## config.mk

```make
export PLATFORM = sky130hd
export DESIGN_NAME = pd_source_pdo_selector_unit
export DESIGN_NICKNAME = d
export VERILOG_FILES = /design/src/hw/rtl/pdsel_pkg.sv /design/src/hw/rtl/pdsel_regs.sv /design/src/hw/rtl/pdsel_front.sv /design/src/hw/rtl/pdsel_fifo.sv /design/src/hw/rtl/pdsel_back.sv /design/src/hw/rtl/pd_source_pdo_selector_unit.sv
export SDC_FILE = /design/constraint.sdc
export NUM_CORES = 2
export LEC_CHECK = 0
export ABC_AREA = 1
export BUFFER_PORTS_ARGS = -buffer_cell sky130_fd_sc_hd__buf_2
export CORE_UTILIZATION = 55
export CTS_CLUSTER_DIAMETER = 80
export DETAILED_ROUTE_END_ITERATION = 10
export HOLD_SLACK_MARGIN = 0.08
export PLACE_DENSITY = 0.72
export RECOVER_POWER = 25
export SYNTH_ARGS = -nofsm -noshare
export SYNTH_HDL_FRONTEND = slang
export SYNTH_HIERARCHICAL = 1
export SYNTH_SLANG_ARGS = --single-unit
```

## constraint.sdc

```tcl
create_clock -name i_clk -period 13.4 [get_ports i_clk]
set_clock_uncertainty 0.1 [all_clocks]
set_input_delay 0 -clock i_clk [delete_from_list [all_inputs] [get_ports i_clk]]
set_output_delay 0 -clock i_clk [all_outputs]
set_load 0.005 [all_outputs]
```

## src/hw/rtl/pdsel_pkg.sv

```systemverilog
// Package for the source PDO selector: payload structs, configuration struct,
// register indexes and PDO type and selection-mode codes.
// No dependencies.
package pdsel_pkg;

    localparam int MAX_OBJECTS_DEF = 7;
    localparam int QUEUE_DEPTH_DEF = 4;

    localparam int ADDR_W = 5;
    localparam int DATA_W = 32;

    localparam logic [2:0] REG_REQUEST_MV = 3'd0;
    localparam logic [2:0] REG_BOARD_MV   = 3'd1;
    localparam logic [2:0] REG_BOARD_MA   = 3'd2;
    localparam logic [2:0] REG_BOARD_MW   = 3'd3;
    localparam logic [2:0] REG_MODE       = 3'd4;
    localparam logic [2:0] REG_CONVERTER  = 3'd5;
    localparam logic [2:0] REG_PREF_MV    = 3'd6;
    localparam logic [2:0] REG_WANTED_MW  = 3'd7;

    localparam logic [1:0] PDO_BATTERY   = 2'd1;
    localparam logic [1:0] PDO_AUGMENTED = 2'd3;

    localparam logic [1:0] MODE_POWER    = 2'd0;
    localparam logic [1:0] MODE_LOW_TIE  = 2'd1;
    localparam logic [1:0] MODE_HIGH_TIE = 2'd2;
    localparam logic [1:0] MODE_DESIRED  = 2'd3;

    localparam logic [1:0] CONV_NONE  = 2'd0;
    localparam logic [1:0] CONV_BUCK  = 2'd1;
    localparam logic [1:0] CONV_BOOST = 2'd2;

    typedef struct packed {
        logic [31:0] pdo_word;
        logic        is_last;
    } t_item;

    typedef struct packed {
        logic [2:0]  chosen_index;
        logic [31:0] chosen_word;
    } t_result;

    typedef struct packed {
        logic [15:0] lim_mv;
        logic [13:0] board_ma;
        logic [27:0] cap_uw;
        logic [1:0]  mode;
        logic [1:0]  conv;
        logic [15:0] pref_mv;
        logic [27:0] want_uw;
    } t_cfg;

    typedef struct packed {
        logic [31:0] word;
        logic [2:0]  slot;
        logic        first;
        logic        last;
        logic        ok;
        logic [15:0] mv;
        logic [27:0] uw;
    } t_job;

endpackage

```

## src/hw/rtl/pdsel_regs.sv

```systemverilog
// Configuration registers of the source PDO selector behind an APB-style port.
// Also keeps the derived voltage limit and power values in microwatts.
// Depends on pdsel_pkg.
module pdsel_regs (
    input  logic                          i_clk,
    input  logic                          i_rst_n,
    input  logic                          psel,
    input  logic                          penable,
    input  logic                          pwrite,
    input  logic [pdsel_pkg::ADDR_W-1:0] paddr,
    input  logic [pdsel_pkg::DATA_W-1:0] pwdata,
    output logic [pdsel_pkg::DATA_W-1:0] prdata,
    output logic                          pready,
    output pdsel_pkg::t_cfg               o_cfg
);

    logic [15:0] r_req_mv, n_req_mv;
    logic [15:0] r_brd_mv, n_brd_mv;
    logic [13:0] r_brd_ma, n_brd_ma;
    logic [17:0] r_brd_mw, n_brd_mw;
    logic [1:0]  r_mode, n_mode;
    logic [1:0]  r_conv, n_conv;
    logic [15:0] r_pref_mv, n_pref_mv;
    logic [17:0] r_want_mw, n_want_mw;
    logic [15:0] r_lim_mv;
    logic [27:0] r_cap_uw;
    logic [27:0] r_want_uw;
    logic        wr_en;

    assign pready = 1'b1;
    assign wr_en  = psel && penable && pwrite;

    always_comb begin
        n_req_mv  = r_req_mv;
        n_brd_mv  = r_brd_mv;
        n_brd_ma  = r_brd_ma;
        n_brd_mw  = r_brd_mw;
        n_mode    = r_mode;
        n_conv    = r_conv;
        n_pref_mv = r_pref_mv;
        n_want_mw = r_want_mw;
        if (wr_en) begin
            unique case (paddr[4:2])
                pdsel_pkg::REG_REQUEST_MV: n_req_mv  = pwdata[15:0];
                pdsel_pkg::REG_BOARD_MV:   n_brd_mv  = pwdata[15:0];
                pdsel_pkg::REG_BOARD_MA:   n_brd_ma  = pwdata[13:0];
                pdsel_pkg::REG_BOARD_MW:   n_brd_mw  = pwdata[17:0];
                pdsel_pkg::REG_MODE:       n_mode    = pwdata[1:0];
                pdsel_pkg::REG_CONVERTER:  n_conv    = pwdata[1:0];
                pdsel_pkg::REG_PREF_MV:    n_pref_mv = pwdata[15:0];
                pdsel_pkg::REG_WANTED_MW:  n_want_mw = pwdata[17:0];
                default: ;
            endcase
        end
    end

    always_ff @(posedge i_clk) begin
        if (!i_rst_n) begin
            r_req_mv  <= 16'd20000;
            r_brd_mv  <= 16'd20000;
            r_brd_ma  <= 14'd3000;
            r_brd_mw  <= 18'd60000;
            r_mode    <= pdsel_pkg::MODE_POWER;
            r_conv    <= pdsel_pkg::CONV_NONE;
            r_pref_mv <= 16'd9000;
            r_want_mw <= 18'd0;
            r_lim_mv  <= 16'd20000;
            r_cap_uw  <= 28'd60000000;
            r_want_uw <= 28'd0;
        end else begin
            r_req_mv  <= n_req_mv;
            r_brd_mv  <= n_brd_mv;
            r_brd_ma  <= n_brd_ma;
            r_brd_mw  <= n_brd_mw;
            r_mode    <= n_mode;
            r_conv    <= n_conv;
            r_pref_mv <= n_pref_mv;
            r_want_mw <= n_want_mw;
            r_lim_mv  <= (n_req_mv < n_brd_mv) ? n_req_mv : n_brd_mv;
            r_cap_uw  <= {10'd0, n_brd_mw} * 28'd1000;
            r_want_uw <= {10'd0, n_want_mw} * 28'd1000;
        end
    end

    always_comb begin
        unique case (paddr[4:2])
            pdsel_pkg::REG_REQUEST_MV: prdata = {16'd0, r_req_mv};
            pdsel_pkg::REG_BOARD_MV:   prdata = {16'd0, r_brd_mv};
            pdsel_pkg::REG_BOARD_MA:   prdata = {18'd0, r_brd_ma};
            pdsel_pkg::REG_BOARD_MW:   prdata = {14'd0, r_brd_mw};
            pdsel_pkg::REG_MODE:       prdata = {30'd0, r_mode};
            pdsel_pkg::REG_CONVERTER:  prdata = {30'd0, r_conv};
            pdsel_pkg::REG_PREF_MV:    prdata = {16'd0, r_pref_mv};
            pdsel_pkg::REG_WANTED_MW:  prdata = {14'd0, r_want_mw};
            default:                   prdata = '0;
        endcase
    end

    assign o_cfg.lim_mv   = r_lim_mv;
    assign o_cfg.board_ma = r_brd_ma;
    assign o_cfg.cap_uw   = r_cap_uw;
    assign o_cfg.mode     = r_mode;
    assign o_cfg.conv     = r_conv;
    assign o_cfg.pref_mv  = r_pref_mv;
    assign o_cfg.want_uw  = r_want_uw;

endmodule

```

## src/hw/rtl/pdsel_front.sv

```systemverilog
// Front end of the source PDO selector: accepts PDO words, decodes and
// qualifies them, and computes the clamped power over two pipeline stages.
// Depends on pdsel_pkg.
module pdsel_front #(
    parameter int MAX_OBJECTS = pdsel_pkg::MAX_OBJECTS_DEF
) (
    input  logic                  i_clk,
    input  logic                  i_rst_n,
    input  pdsel_pkg::t_cfg       i_cfg,
    input  logic                  i_in_valid,
    input  pdsel_pkg::t_item      i_in_data,
    output logic                  o_in_stall,
    input  logic                  i_q_full,
    output logic                  o_q_push,
    output pdsel_pkg::t_job       o_q_data
);

    localparam int CW = $clog2(MAX_OBJECTS + 1);
    localparam logic [CW-1:0] COUNT_MAX = CW'(MAX_OBJECTS);

    typedef struct packed {
        logic [31:0] word;
        logic [2:0]  slot;
        logic        first;
        logic        last;
        logic        ok;
        logic        bat;
        logic [15:0] mv;
        logic [13:0] ma;
        logic [27:0] bat_uw;
    } t_dec;

    logic [CW-1:0]   r_count;
    logic            r_s1_valid;
    t_dec            r_s1;
    logic            r_s2_valid;
    pdsel_pkg::t_job r_s2;

    logic            accept;
    logic            s1_adv;
    logic            s2_free;
    t_dec            n_s1;
    logic [9:0]      fld_v;
    logic [9:0]      fld_c;
    logic [1:0]      kind;
    logic [13:0]     ma_raw;
    logic [29:0]     prod;
    logic [29:0]     raw_uw;

    assign s2_free    = !r_s2_valid || !i_q_full;
    assign s1_adv     = r_s1_valid && s2_free;
    assign o_in_stall = r_s1_valid && !s2_free;
    assign accept     = i_in_valid && !o_in_stall;

    assign fld_v  = i_in_data.pdo_word[19:10];
    assign fld_c  = i_in_data.pdo_word[9:0];
    assign kind   = i_in_data.pdo_word[31:30];
    assign ma_raw = {4'd0, fld_c} * 14'd10;

    always_comb begin
        n_s1.word   = i_in_data.pdo_word;
        n_s1.slot   = 3'(r_count);
        n_s1.first  = (r_count == '0);
        n_s1.last   = i_in_data.is_last;
        n_s1.mv     = {6'd0, fld_v} * 16'd50;
        n_s1.ok     = (r_count < COUNT_MAX) && (kind != pdsel_pkg::PDO_AUGMENTED)
                      && (fld_v != 10'd0) && (n_s1.mv <= i_cfg.lim_mv);
        n_s1.bat    = (kind == pdsel_pkg::PDO_BATTERY);
        n_s1.ma     = (ma_raw > i_cfg.board_ma) ? i_cfg.board_ma : ma_raw;
        n_s1.bat_uw = {18'd0, fld_c} * 28'd250000;
    end

    assign prod   = {16'd0, r_s1.ma} * {14'd0, r_s1.mv};
    assign raw_uw = r_s1.bat ? {2'd0, r_s1.bat_uw} : prod;

    always_ff @(posedge i_clk) begin
        if (!i_rst_n) begin
            r_count    <= '0;
            r_s1_valid <= 1'b0;
            r_s2_valid <= 1'b0;
        end else begin
            if (accept) begin
                if (i_in_data.is_last) begin
                    r_count <= '0;
                end else if (r_count < COUNT_MAX) begin
                    r_count <= r_count + 1'b1;
                end
            end
            if (!r_s1_valid || s1_adv) begin
                r_s1_valid <= accept;
            end
            if (s2_free) begin
                r_s2_valid <= s1_adv;
            end
        end
        if (accept) begin
            r_s1 <= n_s1;
        end
        if (s1_adv) begin
            r_s2.word  <= r_s1.word;
            r_s2.slot  <= r_s1.slot;
            r_s2.first <= r_s1.first;
            r_s2.last  <= r_s1.last;
            r_s2.ok    <= r_s1.ok;
            r_s2.mv    <= r_s1.mv;
            r_s2.uw    <= (raw_uw > {2'd0, i_cfg.cap_uw}) ? i_cfg.cap_uw : raw_uw[27:0];
        end
    end

    assign o_q_push = r_s2_valid && !i_q_full;
    assign o_q_data = r_s2;

    a_count_bound: assert property (@(posedge i_clk) disable iff (!i_rst_n)
        r_count <= COUNT_MAX)
        else $error("item counter passed the object limit");

    a_last_clears: assert property (@(posedge i_clk) disable iff (!i_rst_n)
        accept && i_in_data.is_last |=> r_count == '0)
        else $error("item counter not cleared after a last object");

endmodule

```

## src/hw/rtl/pdsel_fifo.sv

```systemverilog
// Short queue between the front end and the selection back end of the
// source PDO selector. Depends on pdsel_pkg.
module pdsel_fifo #(
    parameter int DEPTH = pdsel_pkg::QUEUE_DEPTH_DEF
) (
    input  logic            i_clk,
    input  logic            i_rst_n,
    input  logic            i_push,
    input  pdsel_pkg::t_job i_data,
    input  logic            i_pop,
    output pdsel_pkg::t_job o_head,
    output logic            o_full,
    output logic            o_empty
);

    localparam int AW = (DEPTH > 1) ? $clog2(DEPTH) : 1;
    localparam int NW = $clog2(DEPTH + 1);
    localparam logic [AW-1:0] PTR_LAST = AW'(DEPTH - 1);
    localparam logic [NW-1:0] NUM_FULL = NW'(DEPTH);

    pdsel_pkg::t_job r_mem [DEPTH];
    logic [AW-1:0]   r_wr_ptr;
    logic [AW-1:0]   r_rd_ptr;
    logic [NW-1:0]   r_num;

    assign o_full  = (r_num == NUM_FULL);
    assign o_empty = (r_num == '0);
    assign o_head  = r_mem[r_rd_ptr];

    always_ff @(posedge i_clk) begin
        if (!i_rst_n) begin
            r_wr_ptr <= '0;
            r_rd_ptr <= '0;
            r_num    <= '0;
        end else begin
            if (i_push) begin
                r_wr_ptr <= (r_wr_ptr == PTR_LAST) ? '0 : r_wr_ptr + 1'b1;
            end
            if (i_pop) begin
                r_rd_ptr <= (r_rd_ptr == PTR_LAST) ? '0 : r_rd_ptr + 1'b1;
            end
            if (i_push && !i_pop) begin
                r_num <= r_num + 1'b1;
            end else if (i_pop && !i_push) begin
                r_num <= r_num - 1'b1;
            end
        end
        if (i_push) begin
            r_mem[r_wr_ptr] <= i_data;
        end
    end

    a_no_overflow: assert property (@(posedge i_clk) disable iff (!i_rst_n)
        !(i_push && o_full))
        else $error("push into a full queue");

    a_no_underflow: assert property (@(posedge i_clk) disable iff (!i_rst_n)
        !(i_pop && o_empty))
        else $error("pop from an empty queue");

endmodule

```

## src/hw/rtl/pdsel_back.sv

```systemverilog
// Back end of the source PDO selector: keeps the running best object by the
// configured rule and registers the result on the last object of a list.
// Depends on pdsel_pkg.
module pdsel_back (
    input  logic                i_clk,
    input  logic                i_rst_n,
    input  pdsel_pkg::t_cfg     i_cfg,
    input  logic                i_q_empty,
    input  pdsel_pkg::t_job     i_q_head,
    output logic                o_q_pop,
    output logic                o_out_valid,
    output pdsel_pkg::t_result  o_out_data,
    input  logic                i_out_stall
);

    typedef struct packed {
        logic [2:0]  slot;
        logic [27:0] uw;
        logic [15:0] mv;
        logic [31:0] word;
    } t_best;

    t_best              r_best;
    t_best              base;
    t_best              n_best;
    logic               r_out_valid;
    pdsel_pkg::t_result r_out;
    logic               out_free;
    logic               wins;
    logic               gt;
    logic               eq;
    logic               conv_win;

    assign out_free = !r_out_valid || !i_out_stall;
    assign o_q_pop  = !i_q_empty && (!i_q_head.last || out_free);

    always_comb begin
        if (i_q_head.first) begin
            base.slot = 3'd0;
            base.uw   = 28'd0;
            base.mv   = 16'd0;
            base.word = i_q_head.word;
        end else begin
            base = r_best;
        end
    end

    assign gt = i_q_head.uw > base.uw;
    assign eq = i_q_head.uw == base.uw;

    always_comb begin
        case (i_cfg.conv)
            pdsel_pkg::CONV_BUCK:
                conv_win = (i_q_head.mv >= i_cfg.pref_mv && i_q_head.mv < base.mv)
                           || (base.mv < i_cfg.pref_mv && i_q_head.mv > base.mv);
            pdsel_pkg::CONV_BOOST:
                conv_win = (i_q_head.mv <= i_cfg.pref_mv && i_q_head.mv > base.mv)
                           || (base.mv > i_cfg.pref_mv && i_q_head.mv < base.mv);
            default:
                conv_win = 1'b0;
        endcase
    end

    always_comb begin
        unique case (i_cfg.mode)
            pdsel_pkg::MODE_LOW_TIE:  wins = gt || (eq && i_q_head.mv < base.mv);
            pdsel_pkg::MODE_HIGH_TIE: wins = gt || (eq && i_q_head.mv > base.mv);
            pdsel_pkg::MODE_DESIRED: begin
                if (i_q_head.uw >= i_cfg.want_uw) begin
                    wins = (base.uw < i_cfg.want_uw) || conv_win;
                end else begin
                    wins = (base.uw == 28'd0) || gt;
                end
            end
            default:                  wins = gt;
        endcase
    end

    always_comb begin
        n_best = base;
        if (i_q_head.ok && wins) begin
            n_best.slot = i_q_head.slot;
            n_best.uw   = i_q_head.uw;
            n_best.mv   = i_q_head.mv;
            n_best.word = i_q_head.word;
        end
    end

    always_ff @(posedge i_clk) begin
        if (!i_rst_n) begin
            r_best      <= '0;
            r_out_valid <= 1'b0;
        end else begin
            if (o_q_pop) begin
                r_best <= i_q_head.last ? '0 : n_best;
            end
            if (o_q_pop && i_q_head.last) begin
                r_out_valid <= 1'b1;
            end else if (!i_out_stall) begin
                r_out_valid <= 1'b0;
            end
        end
        if (o_q_pop && i_q_head.last) begin
            r_out.chosen_index <= n_best.slot;
            r_out.chosen_word  <= n_best.word;
        end
    end

    assign o_out_valid = r_out_valid;
    assign o_out_data  = r_out;

    a_no_overwrite: assert property (@(posedge i_clk) disable iff (!i_rst_n)
        !(r_out_valid && i_out_stall && o_q_pop && i_q_head.last))
        else $error("pending result overwritten");

    a_result_loaded: assert property (@(posedge i_clk) disable iff (!i_rst_n)
        o_q_pop && i_q_head.last |=> r_out_valid)
        else $error("last object did not produce a result");

endmodule

```

## src/hw/rtl/pd_source_pdo_selector_unit.sv

```systemverilog
// Top level of the source PDO selector: configuration registers, front end,
// queue and selection back end. Depends on pdsel_pkg and the pdsel_* modules.
//
//   Channel   Direction  Handshake              Payload
//   in        input      i_in_valid/o_in_stall  i_in_data  (pdo_word, is_last)
//   out       output     o_out_valid/i_out_stall o_out_data (chosen_index, chosen_word)
//   config    input      psel/penable/pwrite    paddr, pwdata, prdata, pready
//
// One object is accepted per cycle while o_in_stall is low; after its last object is accepted,
// a result passes through the two front stages, the queue and the result register.
// Synchronous active-low reset clears all control state; no clearing pass is needed.
// A stalled result register holds back only the next last object; others keep
// flowing until the queue fills, then o_in_stall rises.
module pd_source_pdo_selector_unit #(
    parameter int MAX_OBJECTS = pdsel_pkg::MAX_OBJECTS_DEF,
    parameter int QUEUE_DEPTH = pdsel_pkg::QUEUE_DEPTH_DEF
) (
    input  logic                          i_clk,
    input  logic                          i_rst_n,
    input  logic                          i_in_valid,
    input  pdsel_pkg::t_item              i_in_data,
    output logic                          o_in_stall,
    output logic                          o_out_valid,
    output pdsel_pkg::t_result            o_out_data,
    input  logic                          i_out_stall,
    input  logic                          psel,
    input  logic                          penable,
    input  logic                          pwrite,
    input  logic [pdsel_pkg::ADDR_W-1:0] paddr,
    input  logic [pdsel_pkg::DATA_W-1:0] pwdata,
    output logic [pdsel_pkg::DATA_W-1:0] prdata,
    output logic                          pready
);

    pdsel_pkg::t_cfg cfg;
    pdsel_pkg::t_job q_in;
    pdsel_pkg::t_job q_head;
    logic            q_push;
    logic            q_pop;
    logic            q_full;
    logic            q_empty;

    pdsel_regs u_regs (
        .i_clk   (i_clk),
        .i_rst_n (i_rst_n),
        .psel    (psel),
        .penable (penable),
        .pwrite  (pwrite),
        .paddr   (paddr),
        .pwdata  (pwdata),
        .prdata  (prdata),
        .pready  (pready),
        .o_cfg   (cfg)
    );

    pdsel_front #(
        .MAX_OBJECTS (MAX_OBJECTS)
    ) u_front (
        .i_clk      (i_clk),
        .i_rst_n    (i_rst_n),
        .i_cfg      (cfg),
        .i_in_valid (i_in_valid),
        .i_in_data  (i_in_data),
        .o_in_stall (o_in_stall),
        .i_q_full   (q_full),
        .o_q_push   (q_push),
        .o_q_data   (q_in)
    );

    pdsel_fifo #(
        .DEPTH (QUEUE_DEPTH)
    ) u_fifo (
        .i_clk   (i_clk),
        .i_rst_n (i_rst_n),
        .i_push  (q_push),
        .i_data  (q_in),
        .i_pop   (q_pop),
        .o_head  (q_head),
        .o_full  (q_full),
        .o_empty (q_empty)
    );

    pdsel_back u_back (
        .i_clk       (i_clk),
        .i_rst_n     (i_rst_n),
        .i_cfg       (cfg),
        .i_q_empty   (q_empty),
        .i_q_head    (q_head),
        .o_q_pop     (q_pop),
        .o_out_valid (o_out_valid),
        .o_out_data  (o_out_data),
        .i_out_stall (i_out_stall)
    );

endmodule
```

# Word level (Yosys, flattened, before mapping)
# Memories as Yosys holds them, arrays and structs flattened. A register that Yosys moved wholly into a read port is not among the register bits.
# Cells that the tools add are included.
word_totals:
  regBits: 474
  mem_bits_rw: 324
  inputBits: 77
  output_inout_bits: 70
  word_cells: 172
  n_memories: 1
mem_list:
  columns: ["name", "words", "word_bits", "read_ports", "rd_clocked_by_memory_dff", "wr", "line_no", "rtl"]
  rows:
  - ["u_fifo.r_mem", 4, 81, 1, 1, 1, "pdsel_fifo.sv:21", "pdsel_pkg::t_job r_mem [DEPTH];"]
classes:
  n_addsub: 5
  mul: 6
  n_lt_le_gt_ge: 14
  eq_ne: 19
  mux: 31
  n_reduce_logical: 53
op_table:
  columns: ["cell", "n"]
  rows:
  - ["$pmux W32 S8", 1]
  - ["$mux W79", 3]
  - ["$mux W16", 5]
  - ["$mux W18", 4]
  - ["$mul A18 B7 Y25 const B", 2]
  - ["$lt A16 B16 Y1", 3]
  - ["$gt A16 B16 Y1", 2]
  - ["$le A16 B16 Y1", 2]
  - ["$gt A30 B28 Y1", 1]
  - ["$mux W30", 1]
  - ["$mul A14 B15 Y29", 1]
  - ["$eq A28 B28 Y1", 1]
  - ["$ge A28 B28 Y1", 1]
  - ["$gt A28 B28 Y1", 1]
  - ["$logic_not A28 Y1", 1]
  - ["$lt A28 B28 Y1", 1]
  - ["$mux W28", 1]
  - ["$mul A10 B14 Y24 const B", 1]
  - ["$logic_and A1 B1 Y1", 20]
  - ["$ge A16 B16 Y1", 1]
  - ["$eq A3 B3 Y1 const B", 5]
  - ["$mul A10 B5 Y15 const B", 1]
  - ["$gt A14 B14 Y1", 1]
  - ["$mux W14", 1]
  - ["other kinds (22)", 67]

# Longest topological paths before layout
logic_depth:
  depth_word: 11
  mapped_depth: 42
  depth_no_buf: 40

# By module
# The synthesis kept the hierarchy.
by_module_without_submodules:
  columns: ["module", "instances", "cells_per_inst", "area_per_inst_um2", "seq_area_each_um2"]
  rows:
  - ["pdsel_front", 1, 2284, 19343.6, 5024.8]
  - ["pdsel_regs", 1, 1699, 12928.6, 3283.1]
  - ["pdsel_fifo", 1, 852, 12713.4, 10029.6]
  - ["pdsel_back", 1, 1365, 9334.0, 2652.5]

# Worst setup path after synthesis
# Ideal clock, no wire load.
synth_timing:
  path_kind: "reg-to-reg"
  startpoint: "register u_front/r_s1[48] (netlist bit)"
  endpoint: "register u_front.r_s2, in the netlist u_front/o_q_data[19] (data pin)"
  setup_time_ns: 0.253
  arrival_time_ns: 6.564
  required_time_ns: 13.047
  slack_ns: 6.483
  stages_incl_launch_ff: 40
  path_buffers: 3
  period_less_slack_ns: 6.917
  path_cell_list: "edfxtp_1 clkbuf_1 nand2_1 inv_1 fa_1 inv_1 fa_1 inv_1 fa_1 inv_1 fa_1 inv_1 fa_1 inv_1 fa_1 inv_1 ha_1 nand2_2 [4 not listed] o21ai_0 o21ai_0 inv_1 ha_1 nand2_1 nor2_1 and2_1 nand2_1 nand2_1 nand2_1 nand2_1 nand2_1 nand2_1 nand2_1 buf_2 buf_2 nand3_1 nand2_1"
synth_between:
  elab_chain_len: 4
synth_lines:
  columns: ["item", "line_no", "rtl"]
  rows:
  - ["start, declared", "pdsel_front.sv:35", "t_dec r_s1;"]
  - ["start signal, assigned", "pdsel_front.sv:97", "r_s1 <= n_s1;"]
  - ["$mul A14 B15 Y29 (*)", "pdsel_front.sv:73", "assign prod = {16'd0, r_s1.ma} * {14'd0, r_s1.mv};"]
  - ["$mux W30 (*)", "pdsel_front.sv:74", "assign raw_uw = r_s1.bat ? {2'd0, r_s1.bat_uw} : prod;"]
  - ["$gt A30 B28 Y1", "pdsel_front.sv:106", "r_s2.uw <= (raw_uw > {2'd0, i_cfg.cap_uw}) ? i_cfg.cap_uw : raw_uw[27:0];"]
  - ["$mux W28 (*)", "pdsel_front.sv:106", null]
  - ["end, declared", "pdsel_front.sv:37", "pdsel_pkg::t_job r_s2;"]
# Mark *: on every way between the ends. The rest lies on a longest branch, timed or not.
# A chain may end at the register's enable or synchronous reset.

# Worst setup path in the final report
layout_timing:
  startpoint: "register u_front/r_s1[32] (netlist bit)"
  endpoint: "register u_front.r_s2, in the netlist u_front/o_q_data[20] (data pin)"
# The elaborated chain is that of the path after synthesis.

==> impl_results.md <==
* Register area share after synthesis at 0.386
* Placed cell area at 55700 µm²
* CTS tree: done
* CP arrival at 8.30 ns
* I/O Pins at 147
* CP dominant cell by count: nand2_1
* FF+latch count, synth at 785
* GRT Overall Usage at 0.282
* Period Utilization, post-route at 0.599
* Vias in the first global route at 41.0k
* YS warnings at 6
* Vias at 42.2k
* Largest net degree at the start of global routing at 114
* Measured slew at the worst slew-check pin at 1.11 ns
* Period minus WS final at 8.02 ns
* Num rows at 114
* Commonest non-fill, non-tap cells in the layout: nand2_1 (1160), inv_1 (1157), ha_1 (533)
* Die area at 100000 µm²
* Skew-Pair Late Insertion Delay at 0.67 ns
* Number of CTS-inserted buffers at 84
* Post-synth EDFFs at 527
* Run status: finished, final reports clean
* # Max-Cap Violations at 0
* RSZ-0062 raised after global routing: no
* Fraction of registers with async set/reset at 0
* Synth top area share at 0.291
* # clock sinks at 785
* Post-CTS sizing at 0
* Crit-path slowest cell: edfxtp_1
* H-tree levels at 3
* Total congestion overflow at 0
* Via/cell ratio at 5.50
* Nets at 7218
* Synthesized area per cell at 8.76 µm²
* Hold crit path type: primary input to flip-flop
* GPL Wtd Cong at 0.945
* Design area at 59500 µm²
* Headroom to the max-slew limit at 0.258
* Startpoint types: flip-flop
* Core ar. at 97300 µm²
* Most common cell after layout, fill and taps aside: nand2_1
* Critical path class: flip-flop to flip-flop
* Ys flop type: edfxtp_1
* 1st-pass router iterations at 6
* Area grow syn2layout at 9.62%
* Crit end category: flip-flop
* Drt total wl at 140000 µm
* Max Clock Freq at 0.125 GHz
* TNS Setup at 0 ns
* Critical Path RT at 13.68 ns
* Share of layout cells above drive strength 1 at 0.0647
* Global-route wire length before repair at 221000 µm
* Pre-CTS WS at 5.46 ns
* Clock Path Buffers at 3
* Synth Instances at 6200
* Yosys top cell by area: edfxtp_1
* Post-route antenna net violation count at 0
* Hold buffer count at CTS at 91
* Critical-path maximum fanout at 27
* DRC at 0
* Setup Fix Bufs, Post-CTS at 0
* Max stage delay on crit path at 0.69 ns
* Clk pin slew, worst setup/hold paths at 0.06 ns
* Final worst-path setup slack at 5.38 ns
* Mapped Area at 54300 µm²
* Ranking of synthesized cells by area: edfxtp_1 (29%), ha_1 (12%), fa_1 (11%)
* Antenna violations before repair at 0
* Port Buf Inserts at 115
* Die width at 316 µm
* Starting density of the core at 0.558
* Hold WS at 0.143 ns
* Die height at 316 µm
* Clk root buf: clkbuf_16
* 1st-iter DRT viols at 3617
* Wirelength per Cell at 18.2 µm
* Max-slew violation count at 0
* Final Setup Violations at 0
* Synth cell types at 68
* DP HPWL at 101000 µm
* Final hold vios at 0
[worst paths after layout]
kind               startpoint                    to  slack, ns  cells after the start
max          u_front/r_s1[32]  u_front/o_q_data[20]       5.38                     39
min             i_in_data[32]      u_front/r_s1[58]       0.14                      3
max reg2reg  u_front/r_s1[32]  u_front/o_q_data[20]       5.38                     39
min reg2reg  u_front/r_s1[59]  u_front/o_q_data[44]       0.31                      0
[critical path: cells and delay by family, from the launching register on]
| kind | cells | cell delay, ns |
|---|---|---|
| simple gates | 16 | 1.87 |
| buf+inv | 11 | 0.65 |
| compound gates | 4 | 0.67 |
| fa+ha+maj | 8 | 3.72 |
| flops | 1 | 0.69 |
[sequential cells by signal, summed over array words and instances, names as in the netlist, 3 cells and up, named ones only]
register and flops:
u_regs/r_cap_uw 23, u_fifo/r_mem 328, u_front/r_count 3, u_back/o_out_data 35, u_regs/r_want_uw 23, u_regs/r_want_mw 18
u_regs/r_pref_mv 16, u_fifo/r_num 3, u_front/r_s1 86, u_regs/r_brd_ma 14, u_back/r_best 79, u_regs/r_lim_mv 16
u_regs/r_brd_mv 16, u_front/o_q_data 78, u_regs/r_req_mv 16, u_regs/r_brd_mw 18
[synthesized netlist by cell type, types with 3 or more instances]
| master | count |
|---|---|
| a211oi_1 | 9 |
| a21boi_0 | 7 |
| a21o_1 | 8 |
| a21oi_1 | 353 |
| a21oi_2 | 3 |
| a221oi_1 | 17 |
| a31oi_1 | 6 |
| and2_1 | 44 |
| buf_1 | 12 |
| buf_2 | 37 |
| buf_4 | 38 |
| buf_6 | 21 |
| buf_8 | 4 |
| clkbuf_1 | 117 |
| conb_1 | 3 |
| dfxtp_1 | 258 |
| edfxtp_1 | 527 |
| fa_1 | 288 |
| ha_1 | 533 |
| inv_1 | 1163 |
| inv_2 | 17 |
| nand2_1 | 1160 |
| nand2_2 | 43 |
| nand2_4 | 7 |
| nand3_1 | 321 |
| nand3b_1 | 4 |
| nand4_1 | 50 |
| nor2_1 | 423 |
| nor2_2 | 8 |
| nor2_4 | 3 |
| nor3_1 | 35 |
| nor4_1 | 12 |
| o2111ai_1 | 14 |
| o211ai_1 | 14 |
| o21a_1 | 18 |
| o21ai_0 | 311 |
| o21ai_1 | 69 |
| o21ai_2 | 26 |
| o21bai_1 | 18 |
| o22ai_1 | 85 |
| o31ai_1 | 5 |
| or2_2 | 11 |
| xnor2_1 | 22 |
| xor2_1 | 41 |
[layout make-up]
cell class,instances,area (µm²)
tap,1276,1600
clock inverter,49,737
sequential,785,21000
fill,8230,37700
antenna,1,2.50
timing repair buffer,245,1760
clock buffer,105,2260
multi-input combinational,4021,27700
inverter,1183,4450
[per-stage QoR]
stage,utilization,cells
global route,0.612,7664
finish,0.612,7665
detailed placement,0.572,7419
global placement,0.572,7419
CTS,0.612,7664
floorplan,-,6219
[layer usage]
layer  share of wire  global-route usage  vias up
li1                -                   -    20300
met2            0.48               0.473     1467
met1            0.42               0.372    20100
met3           0.065              0.0350      267
met5               0                   0        -
met4           0.040               0.111        0
[kinds of logic after synthesis]
group,Yosys count,synth area share
AND/OR/NAND/NOR,2133,0.166
buffers and inverters,1413,0.105
AO/OA/AOI/OAI,979,0.102
adder cells (fa/ha/maj),821,0.229
flip-flops,785,0.386
XOR/XNOR,63,0.0102
other,3,0.000207
multiplexers,3,0.000783
Power is not shown: default switching activity piles up to over one toggle a cycle in this logic, so the estimate is an artifact.
